**src/design/lsisu_fifo.sv**
```systemverilog
// lsisu_fifo: small register queue used between the block's parts
// no dependencies
`default_nettype none

module lsisu_fifo #(
  parameter int unsigned Width = 8,
  parameter int unsigned Depth = 2
) (
  input  wire logic             clk_i,
  input  wire logic             rst_ni,
  input  wire logic             push_i,
  input  wire logic [Width-1:0] data_i,
  output logic                  full_o,
  input  wire logic             pop_i,
  output logic [Width-1:0]      data_o,
  output logic                  empty_o
);

  localparam int unsigned PtrW = (Depth > 1) ? $clog2(Depth) : 1;

  logic [Width-1:0] mem_q [Depth];
  logic [PtrW-1:0]  wp_q, rp_q;
  logic [PtrW:0]    cnt_q;
  logic             do_push, do_pop;

  assign full_o  = (cnt_q == (PtrW+1)'(Depth));
  assign empty_o = (cnt_q == '0);
  assign do_push = push_i && !full_o;
  assign do_pop  = pop_i && !empty_o;
  assign data_o  = mem_q[rp_q];

  // pointers and fill count
  always_ff @(posedge clk_i or negedge rst_ni) begin
    if (!rst_ni) begin
      wp_q  <= '0;
      rp_q  <= '0;
      cnt_q <= '0;
    end else begin
      if (do_push) begin
        wp_q <= (wp_q == PtrW'(Depth-1)) ? '0 : wp_q + 1'b1;
      end
      if (do_pop) begin
        rp_q <= (rp_q == PtrW'(Depth-1)) ? '0 : rp_q + 1'b1;
      end
      if (do_push && !do_pop) begin
        cnt_q <= cnt_q + 1'b1;
      end else if (do_pop && !do_push) begin
        cnt_q <= cnt_q - 1'b1;
      end
    end
  end

  // beat storage
  always_ff @(posedge clk_i) begin
    if (do_push) begin
      mem_q[wp_q] <= data_i;
    end
  end

endmodule

`default_nettype wire

```
**config.mk**
```make
export PLATFORM = sky130hd
export DESIGN_NAME = lsisu_fifo
export DESIGN_NICKNAME = d
export VERILOG_FILES = /design/src/design/lsisu_fifo.sv
export SDC_FILE = /design/constraint.sdc
export NUM_CORES = 1
export LEC_CHECK = 0
export ABC_AREA = 1
export BUFFER_PORTS_ARGS = -buffer_cell sky130_fd_sc_hd__clkbuf_2
export CORE_MARGIN = 5
export CORE_UTILIZATION = 51
export CTS_CLUSTER_DIAMETER = 40
export DETAILED_ROUTE_END_ITERATION = 12
export PLACE_DENSITY = 0.78
export SETUP_SLACK_MARGIN = 0.2
export SLEW_MARGIN = 20
export SYNTH_ARGS = -nofsm -noshare
export SYNTH_HDL_FRONTEND = slang
export SYNTH_SLANG_ARGS = --single-unit
```
**constraint.sdc**
```tcl
create_clock -name clk_i -period 4.02 [get_ports clk_i]
set_input_delay 0 -clock clk_i [delete_from_list [all_inputs] [get_ports clk_i]]
set_output_delay 0 -clock clk_i [all_outputs]
set_load 0.01 [all_outputs]
```
==> results.py <==
metrics = {
    "synth": {
        "synth-edff-count": 16,
        "synth_most_common_cell": "nand2_1",
        "yosysWarnings": 0,
        "syn_inst": 73,
        "synthTopCellsByCount": "33 x nand2_1, 16 x edfxtp_1, 7 x inv_1",
        "syn-num-nets": 86,
        "async_reset_ff_share_pct": 20.0,
        "yosysTopAreaCell": "edfxtp_1",
        "synth_area_per_cell_um2": 11.1,
        "synth_ff_type": "edfxtp_1",
        "yosys-top-cells-area": "edfxtp_1 59%, nand2_1 15%, dfrtp_1 12%",
        "ys_types": 14,
        "syn_area_um2": 810,
        "ys_seq_elements": 20,
        "netlist.area_leader.share_pct": 59.4,
        "yosysSeqAreaShare_pct": 71.7,
    },
    "detailed_routing": {
        "drtIter0Drc": 8,
        "totalWireLength_um": 1580,
        "drc": 0,
        "first_pass_iters": 4,
        "wl_per_cell_um": 12.8,
        "final_antenna_net_count": 0,
        "vias_per_cell": 4.96,
        "num_vias": 610,
    },
    "power_and_ir_drop": {
        "switching_share_pct": 35.2,
        "ir_drop_mv": 0.419,
        "clockPowerShare_pct": 21.3,
        "powerDensity_nw_per_um2": 693,
        "switchingPower_w": 0.000264,
        "p_seq_share_pct": 43.8,
        "pwr-share-comb_pct": 34.9,
        "leakage_nw": 0.517,
        "p_int_w": 0.000486,
    },
    "critical_path": {
        "cp.required_ns": 3.96,
        "crit_path_end_kind": "flip-flop",
        "crit_fanout": 8,
        "cp_slowest_cell": "nor2_1",
        "crit_path_max_incr_delay_ns": 0.52,
        "critPathLaunchType": "flip-flop",
        "critical_path_arrival_ns": 1.46,
        "path_cells": "inv_1 > o21ai_0 > nor2_1",
        "path_class": "reg2reg",
    },
    "global_route": {
        "antenna_found_initial": 0,
        "grt_max_degree": 13,
        "grt_pass1_vias": 601,
        "grt_usage_pct": 14.3,
        "grt_first_pass_wirelength_um": 2700,
        "overflow": 0,
    },
    "clock_tree": {
        "clk_latency_ns": 0.29,
        "clk_root_buffer_cell": "clkbuf_4",
        "numCtsBuffers": 3,
        "htreeDepth": 1,
        "cts_tree": "done",
        "clk_pin_slew_ns": 0.10,
        "clockBufferDepth": 2,
        "cts.sinks": 20,
    },
    "sta": {
        "fin_skew_ns": 0.00459,
        "slew_headroom_pct": 56.2,
        "max_slew.worst_pin.slew_ns": 0.654,
        "setup_viol": 0,
        "hold_viol": 0,
        "rsz0062_at_grt": "no",
        "finalCriticalPeriod_ns": 1.52,
        "worst_slack_ns": 2.50,
        "timing.final.crit_share_pct": 37.9,
        "fin_setup_tns_ns": 0,
        "timing.fmax_ghz": 0.657,
        "drv_slew": 0,
    },
    "die": {
        "die_w_um": 49.8,
        "die_area_um2": 2480,
        "ios": 22,
        "initial_core_util_pct": 53.7,
        "coreArea_um2": 1510,
        "die_h_um": 49.8,
        "row_count": 14,
    },
    "cells_and_area": {
        "layout.nets": 121,
        "area_delta_synth_final_pct": 33.7,
        "diodes": 0,
        "ff_latch_area_um2": 581,
        "nFillCells": 103,
        "multi_input_area_um2": 194,
        "drive_gt1_share_pct": 26.2,
    },
    "flow_run": {
        "cap_violations": 0,
    },
    "placed_design": {
        "preCtsSetupSlack_ns": 2.50,
        "gp_congestion": 0.796,
        "dp_hpwl_um": 1080,
        "portBuffers": 21,
    },
    "worst_hold_path": {
        "hp-class": "in2async",
    },
    "status": {
        "outcome": "finished clean",
    },
}
-- cells in the final DEF (no fill, tap or decap) --
cell | synthesis | layout
nand2_1 | 33 | 33
clkbuf_2 | 0 | 21
edfxtp_1 | 16 | 16
dlygate4sd3_1 | 0 | 10
inv_1 | 7 | 7
dfrtp_1 | 4 | 4
clkbuf_4 | 0 | 3
nor2_1 | 2 | 2
nor2_2 | 2 | 2
o21ai_0 | 2 | 2
inv_2 | 1 | 1
xnor2_1 | 1 | 1
nand3b_1 | 1 | 1
nand3_1 | 1 | 1
nand4_1 | 1 | 1
ha_1 | 1 | 1
bufinv_16 | 0 | 1
-- repair_timing --
item | CTS | global route
hold endpoints to repair | 21 | 0
hold buffers | 10 | 0
gates resized for setup | 0 | 0
setup buffers | 0 | 0
-- metrics by stage --
| step | cells | utilization (%) | area (um2) | total power [W] | hold WS (ns) |
|---|---|---|---|---|---|
| detailed placement | 109 | 61.7 | 930 | 0.000584 | -0.186 |
| floorplan | 73 | - | 810 | 0.000487 | -0.296 |
| CTS | 123 | 71.8 | 1080 | 0.000757 | 0.0259 |
| finish | 123 | 71.8 | 1080 | 0.000750 | 0.0393 |
| global route | 123 | 71.8 | 1080 | 0.000801 | 0.0400 |
| global placement | 109 | 61.7 | 930 | 0.000569 | -0.187 |
-- final timing paths --
kind                           from          end  slack, ns  cells after the start
max                        cnt_q[1]  mem_q[1][3]       2.50                      3
max in group asynchronous    rst_ni         wp_q       3.86                      2
min in group clk_i           push_i         wp_q       0.04                      4
min                          rst_ni         rp_q       0.04                      2
max reg2reg                cnt_q[1]  mem_q[1][3]       2.50                      3
min reg2reg                    wp_q         wp_q       0.51                      2
-- worst max-delay path, delay by kind of cell (launching register included) --
| family | cells | cell delay (ns) |
|---|---|---|
| buffers and inverters | 1 | 0.11 |
| and+or+nand+nor | 1 | 0.52 |
| DFF | 1 | 0.42 |
| AOI/OAI and AO/OA | 1 | 0.11 |
-- metal layers --
layer  track usage (%)  vias up  routed length [um]  share of wire [%]
li1                  -      307                   -                  -
met1              16.4      275                 617                 39
met2              24.4       22                 824                 52
met3              2.71        6                  77                4.9
met4              8.30        0                  60                3.8
met5                 0        -                   0                  0
-- sequential cells by signal, summed over array words and instances, names as in the netlist --
signal	flops
cnt_q	2
mem_q	16
rp_q	1
wp_q	1
-- power groups by stage --
stage | logic, W | registers, W | clock network, W
after detailed placement | 0.000251 | 0.000333 | 0
after global placement | 0.000241 | 0.000329 | 0
after floorplan | 0.000175 | 0.000312 | 0
after global routing | 0.000294 | 0.000335 | 0.000173
final | 0.000262 | 0.000329 | 0.000160
after CTS | 0.000266 | 0.000328 | 0.000162
-- logic make-up (layout without fill, tap and decap cells) --
kind of cell / Yosys count / in the layout / synth area share, %
AO/OA/AOI/OAI: 2 / 2 / 1.24
XOR/XNOR: 1 / 1 / 1.08
adder cells (fa/ha/maj): 1 / 1 / 1.55
buffers and inverters: 9 / 43 / 4.33
flip-flops: 20 / 20 / 71.7
AND/OR/NAND/NOR: 40 / 40 / 20.1
-- cell type report --
type                            count  area share (%)
Clock buffer                        3            2.08
Timing Repair Buffer               31            19.0
Sequential cell                    20            53.6
Multi-Input combinational cell     44            17.9
Inverter                            8            2.77
Tap cell                           16            1.85
Clock inverter                      1            2.77
Power figures use the tool's default switching activity.
