### config.mk
export PLATFORM = sky130hd
export DESIGN_NAME = lsisu_front
export DESIGN_NICKNAME = d
export VERILOG_FILES = /design/src/design/lsisu_pkg.sv /design/src/design/lsisu_fifo.sv /design/src/design/lsisu_front.sv
export SDC_FILE = /design/constraint.sdc
export NUM_CORES = 1
export LEC_CHECK = 0
export ABC_AREA = 1
export BUFFER_PORTS_ARGS = -buffer_cell sky130_fd_sc_hd__buf_2
export CAP_MARGIN = 30
export CORE_AREA = 2 2 135 137
export CTS_BUF_LIST = sky130_fd_sc_hd__clkbuf_8
export DETAILED_ROUTE_END_ITERATION = 8
export DIE_AREA = 0 0 137 139
export GPL_TIMING_DRIVEN = 1
export PLACE_DENSITY = 0.71
export SETUP_SLACK_MARGIN = 0.2
export SYNTH_ARGS = -nofsm -noshare
export SYNTH_HDL_FRONTEND = slang
export SYNTH_SLANG_ARGS = --single-unit
### constraint.sdc
create_clock -name clk_i -period 6.8 [get_ports clk_i]
set_input_delay 1.02 -clock clk_i [delete_from_list [all_inputs] [get_ports clk_i]]
set_output_delay 1.02 -clock clk_i [all_outputs]
set_load 0.02 [all_outputs]
### src/design/lsisu_pkg.sv
// lsisu_pkg: shared types, codes and constants of the load/store step unit
// no dependencies; imported by every module of the block but lsisu_fifo
`default_nettype none

package lsisu_pkg;

  // default size of the byte stack
  localparam int unsigned StackBytesDef = 4096;
  localparam int unsigned CfgIdxW = 2;

  // configuration register indexes
  localparam logic [CfgIdxW-1:0] CFG_STACK_BASE = 2'd0;
  localparam logic [CfgIdxW-1:0] CFG_INITIAL_SP = 2'd1;
  localparam logic [CfgIdxW-1:0] CFG_PROG_LEN   = 2'd2;

  // instruction kinds
  localparam logic [3:0] K_NOP  = 4'd0;
  localparam logic [3:0] K_MOV  = 4'd1;
  localparam logic [3:0] K_ADD  = 4'd2;
  localparam logic [3:0] K_SUB  = 4'd3;
  localparam logic [3:0] K_AND  = 4'd4;
  localparam logic [3:0] K_EOR  = 4'd5;
  localparam logic [3:0] K_MUL  = 4'd6;
  localparam logic [3:0] K_CMP  = 4'd7;
  localparam logic [3:0] K_LDR  = 4'd8;
  localparam logic [3:0] K_LDRB = 4'd9;
  localparam logic [3:0] K_STR  = 4'd10;
  localparam logic [3:0] K_STRB = 4'd11;
  localparam logic [3:0] K_B    = 4'd12;
  localparam logic [3:0] K_BGT  = 4'd13;
  localparam logic [3:0] K_BLE  = 4'd14;
  localparam logic [3:0] K_RET  = 4'd15;

  // result status codes
  localparam logic [2:0] ST_RUNNING = 3'd0;
  localparam logic [2:0] ST_END     = 3'd1;
  localparam logic [2:0] ST_RETURN  = 3'd2;
  localparam logic [2:0] ST_FAULT   = 3'd3;
  localparam logic [2:0] ST_BAD_PC  = 3'd4;

  // register numbers with a special meaning
  localparam logic [5:0] REG_ZERO = 6'd31;
  localparam logic [5:0] REG_SP   = 6'd32;

  typedef struct packed {
    logic [3:0]  kind;
    logic [5:0]  dest_reg;
    logic        dest_narrow;
    logic [5:0]  src1_reg;
    logic        src1_narrow;
    logic [5:0]  src2_reg;
    logic        src2_narrow;
    logic        use_immediate;
    logic [63:0] immediate;
    logic [5:0]  index_shift;
  } item_t;

  // classification done by the front end
  typedef struct packed {
    logic       is_mem;
    logic       is_load;
    logic       is_mul;
    logic       writes;
    logic [3:0] nbytes;
  } cls_t;

  typedef struct packed {
    item_t item;
    cls_t  cls;
  } entry_t;

  typedef struct packed {
    logic [2:0]  status;
    logic [63:0] next_pc;
    logic        reg_write;
    logic [5:0]  reg_index;
    logic [63:0] reg_value;
    logic [3:0]  flags_nzcv;
  } res_t;

endpackage

`default_nettype wire

### src/design/lsisu_fifo.sv
// lsisu_fifo: small register queue used between the block's parts
// no dependencies
`default_nettype none

module lsisu_fifo #(
  parameter int unsigned Width = 8,
  parameter int unsigned Depth = 2
) (
  input  wire logic             clk_i,
  input  wire logic             rst_ni,
  input  wire logic             push_i,
  input  wire logic [Width-1:0] data_i,
  output logic                  full_o,
  input  wire logic             pop_i,
  output logic [Width-1:0]      data_o,
  output logic                  empty_o
);

  localparam int unsigned PtrW = (Depth > 1) ? $clog2(Depth) : 1;

  logic [Width-1:0] mem_q [Depth];
  logic [PtrW-1:0]  wp_q, rp_q;
  logic [PtrW:0]    cnt_q;
  logic             do_push, do_pop;

  assign full_o  = (cnt_q == (PtrW+1)'(Depth));
  assign empty_o = (cnt_q == '0);
  assign do_push = push_i && !full_o;
  assign do_pop  = pop_i && !empty_o;
  assign data_o  = mem_q[rp_q];

  // pointers and fill count
  always_ff @(posedge clk_i or negedge rst_ni) begin
    if (!rst_ni) begin
      wp_q  <= '0;
      rp_q  <= '0;
      cnt_q <= '0;
    end else begin
      if (do_push) begin
        wp_q <= (wp_q == PtrW'(Depth-1)) ? '0 : wp_q + 1'b1;
      end
      if (do_pop) begin
        rp_q <= (rp_q == PtrW'(Depth-1)) ? '0 : rp_q + 1'b1;
      end
      if (do_push && !do_pop) begin
        cnt_q <= cnt_q + 1'b1;
      end else if (do_pop && !do_push) begin
        cnt_q <= cnt_q - 1'b1;
      end
    end
  end

  // beat storage
  always_ff @(posedge clk_i) begin
    if (do_push) begin
      mem_q[wp_q] <= data_i;
    end
  end

endmodule

`default_nettype wire

### src/design/lsisu_front.sv
// lsisu_front: classifies incoming instructions and queues them for the back end
// depends on lsisu_pkg and lsisu_fifo
`default_nettype none

module lsisu_front
  import lsisu_pkg::*;
(
  input  wire logic   clk_i,
  input  wire logic   rst_ni,
  input  wire logic   push_i,
  input  wire item_t  item_i,
  output logic        full_o,
  input  wire logic   pop_i,
  output entry_t      ent_o,
  output logic        empty_o
);

  entry_t ent_in;

  // decode the kind into execution classes
  always_comb begin
    ent_in.item        = item_i;
    ent_in.cls.is_mem  = (item_i.kind == K_LDR) || (item_i.kind == K_LDRB) ||
                         (item_i.kind == K_STR) || (item_i.kind == K_STRB);
    ent_in.cls.is_load = (item_i.kind == K_LDR) || (item_i.kind == K_LDRB);
    ent_in.cls.is_mul  = (item_i.kind == K_MUL);
    ent_in.cls.writes  = (item_i.kind == K_MOV) || (item_i.kind == K_ADD) ||
                         (item_i.kind == K_SUB) || (item_i.kind == K_AND) ||
                         (item_i.kind == K_EOR) || (item_i.kind == K_MUL) ||
                         (item_i.kind == K_LDR) || (item_i.kind == K_LDRB);
    if ((item_i.kind == K_LDRB) || (item_i.kind == K_STRB)) begin
      ent_in.cls.nbytes = 4'd1;
    end else if (item_i.dest_narrow) begin
      ent_in.cls.nbytes = 4'd4;
    end else begin
      ent_in.cls.nbytes = 4'd8;
    end
  end

  lsisu_fifo #(
    .Width($bits(entry_t)),
    .Depth(2)
  ) u_queue (
    .clk_i  (clk_i),
    .rst_ni (rst_ni),
    .push_i (push_i),
    .data_i (ent_in),
    .full_o (full_o),
    .pop_i  (pop_i),
    .data_o (ent_o),
    .empty_o(empty_o)
  );

endmodule

`default_nettype wire

==> impl_metrics.env <==
export IMPL_ys_ff_latch=210
export IMPL_drt_iter0_drc=212
export IMPL_initial_core_util_pct=44.4
export IMPL_numCtsBuffers=35
export IMPL_synth_top_area_share_pct=79.0
export IMPL_drv_cap=0
export IMPL_numPortBuffers=204
export IMPL_cts_max_path_buffers=3
export IMPL_fin_crit_ps=4070
export IMPL_synth_area_per_cell_sq_um=13.3
export IMPL_synth_edf_count=206
export IMPL_cts_tree="yes"
export IMPL_synth_fp_nets=692
export IMPL_clk_pin_slew_worst_paths_ps=50
export IMPL_die_x_microns=137
export IMPL_grt_max_degree=58
export IMPL_powerDensity_nw_per_um2=452
export IMPL_grt_pass1_vias=4885
export IMPL_drt_wirelength_per_cell_microns=14.1
export IMPL_critPathKind="register to output pin"
export IMPL_critPathRequiredTime_ps=5780
export IMPL_htreeDepth=2
export IMPL_ios=206
export IMPL_root_buffer="clkbuf_8"
export IMPL_synth_most_common_cell="nand2_1"
export IMPL_core_area_sq_um=17700
export IMPL_synth_cell_types=17
export IMPL_worstPathBufferInverterCount=3
export IMPL_fmax_mhz=246
export IMPL_clk_latency_ps=500
export IMPL_status="completed"
export IMPL_dieHeight_microns=139
export IMPL_die_area_sq_um=19000
export IMPL_drc=0
export IMPL_cp_max_fo=55
export IMPL_syn_area_sq_um=7830
export IMPL_dp_final_hpwl_mm=9.36
export IMPL_finalHoldViolations=0
export IMPL_cts_resized=0
export IMPL_worstMarginPinSlew_ps=812
export IMPL_post_place_ws_ps=3160
export IMPL_reg2reg_depth=6
export IMPL_slew_headroom_pct=45.8
export IMPL_rsz0062_at_grt="false"
export IMPL_antenna_left=0
export IMPL_synth_ff_type="edfxtp_1"
export IMPL_synthTopCellsByArea="edfxtp_1 79%, nand2_1 15%, dfrtp_1 1.3%, buf_6 1.2%, buf_2 0.96%"
export IMPL_area_growth_pct=23.3
export IMPL_fin_ws_ps=2730
export IMPL_setup_viol=0
export IMPL_drv_slew=0
export IMPL_grt_pass1_wl_mm=23.2
export IMPL_p_leak_nw=4.24
export IMPL_vias=4873
export IMPL_cts_setup_buffers=0
export IMPL_yosysSeqAreaShare_pct=80.3
export IMPL_synthTopCellsByCount="321 x nand2_1, 206 x edfxtp_1, 15 x buf_2, 14 x inv_1"
export IMPL_ys_async_sr_fraction_pct=1.90
export IMPL_critPathTopFamily="buffers and inverters"
export IMPL_synth_largest_area_cell="edfxtp_1"
export IMPL_rows=49
export IMPL_arrival_ps=3050
export IMPL_critical_path_max_stage_delay_ps=830
export IMPL_grt_antenna_before_repair=0
export IMPL_p_total_mw=4.37
export IMPL_slowest_stage="dfrtp_4"
export IMPL_crit_top_cell="nand2_1"
export IMPL_path_depth=5
export IMPL_nFillCells=1502
export IMPL_firstDrtPassIters=4
export IMPL_post_route_period_util_pct=59.9
export IMPL_end_kind="output pin"
export IMPL_cp_cell_sequence="clkinv_2 -> buf_4 -> nand2_1 -> nand2_1 -> buf_2"
export IMPL_clock_skew_ps=20.8
export IMPL_layout_drive_gt1_share_pct=30.6
export IMPL_setup_tns_ps=0
export IMPL_grt_overflow=0
export IMPL_ir_worst_vdd_uv=332
export IMPL_antennaDiodeCount=0
export IMPL_synthCells=591
export IMPL_drt_wl_total_mm=15.1
export IMPL_yosys_warnings=0
export IMPL_hold_buffers=0
export IMPL_cts_sinks=210
export IMPL_critPathLaunchType="register"
export IMPL_finalNetCount=914
export IMPL_grt_util_all_layers_pct=15.6
export IMPL_gp_congestion=0.724
export IMPL_via_per_inst=4.57
export IMPL_hp_class="input port to async pin"
[final timing paths]
kind                                               from                            end  slack, ps
setup / recovery               u_queue.rp_q$_DFFE_PN0P_                     ent_o[100]       2730
min in group clk_i             u_queue.wp_q$_DFFE_PN0P_       u_queue.wp_q$_DFFE_PN0P_        490
hold / removal                                   rst_ni       u_queue.wp_q$_DFFE_PN0P_        340
hold reg to reg                u_queue.wp_q$_DFFE_PN0P_       u_queue.wp_q$_DFFE_PN0P_        490
max in group asynchronous                        rst_ni       u_queue.rp_q$_DFFE_PN0P_       6330
setup reg to reg           u_queue.cnt_q[1]$_DFFE_PN0P_  u_queue.mem_q[0][8]$_DFFE_PP_       4340
[per-stage QoR]
step / hold WS, ps / cell area, sq um / utilization [%] / instances
detailed placement: 476 / 9020 / 51.1 / 1005
floorplan: 449 / 7830 / - / 591
finish: 337 / 9650 / 54.7 / 1066
global placement: 470 / 9020 / 51.1 / 1005
CTS: 302 / 9650 / 54.7 / 1066
global route: 304 / 9650 / 54.7 / 1066
[placed cells by master, fill, tap and decap left out]
cell        synthesis  layout
bufinv_16           0       1
buf_2              15     204
clkinvlp_4          0       1
clkinv_1            0       8
conb_1              1       1
ha_1                1       1
nor2_4              0       1
dfrtp_1             4       3
inv_4               0       1
nand3b_1            1       1
o21bai_1            1       1
edfxtp_1          206     206
buf_4               1       5
inv_1              14      23
xnor2_1             1       1
o21ai_0             5       5
nor2_1              8       7
clkbuf_8            0      37
nand3_1             2       2
dfrtp_4             0       1
clkinv_2            0       5
nand4_1             1       1
nand2_1           321     321
[cells by family after synthesis]
logic type               count (synthesis)  synth area share [%]
AND/OR/NAND/NOR                        333                  16.1
other                                    1                0.0479
adder cells (fa/ha/maj)                  1                 0.160
buffers and inverters                   39                  2.92
XOR/XNOR                                 1                 0.112
AO/OA/AOI/OAI                            6                 0.415
flip-flops                             210                  80.3
[state kept, by name (all words and copies together) (netlist names)]
| register | flops |
|---|---|
| u_queue.mem_q | 206 |
| u_queue.wp_q | 1 |
| u_queue.cnt_q | 2 |
| u_queue.rp_q | 1 |
[power breakdown]
| group | switching (mW) | leakage (nW) | total [mW] | internal (mW) |
|---|---|---|---|---|
| combinational | 1.07 | 1.92 | 1.48 | 0.409 |
| sequential | 0.118 | 1.97 | 1.89 | 1.77 |
| clock | 0.461 | 0.362 | 1.00 | 0.540 |
[cell type report]
cell class | count | area, sq um | area share (%)
multi-input combinational | 342 | 1320 | 13.7
clock inverter | 24 | 125 | 1.30
timing repair buffer | 209 | 1060 | 11.0
tap | 229 | 287 | 2.97
inverter | 15 | 60.1 | 0.622
clock buffer | 37 | 509 | 5.28
sequential | 210 | 6290 | 65.2
[per-layer routing]
layer / global-route usage (%) / wire (microns) / up-vias
met5: 0 / 0 / -
met3: 5.77 / 1310 / 33
met2: 26.1 / 7430 / 171
li1: - / - / 2423
met1: 18.4 / 5940 / 2246
met4: 5.15 / 367 / 0
No activity file was read; power rests on OpenSTA's default activity.
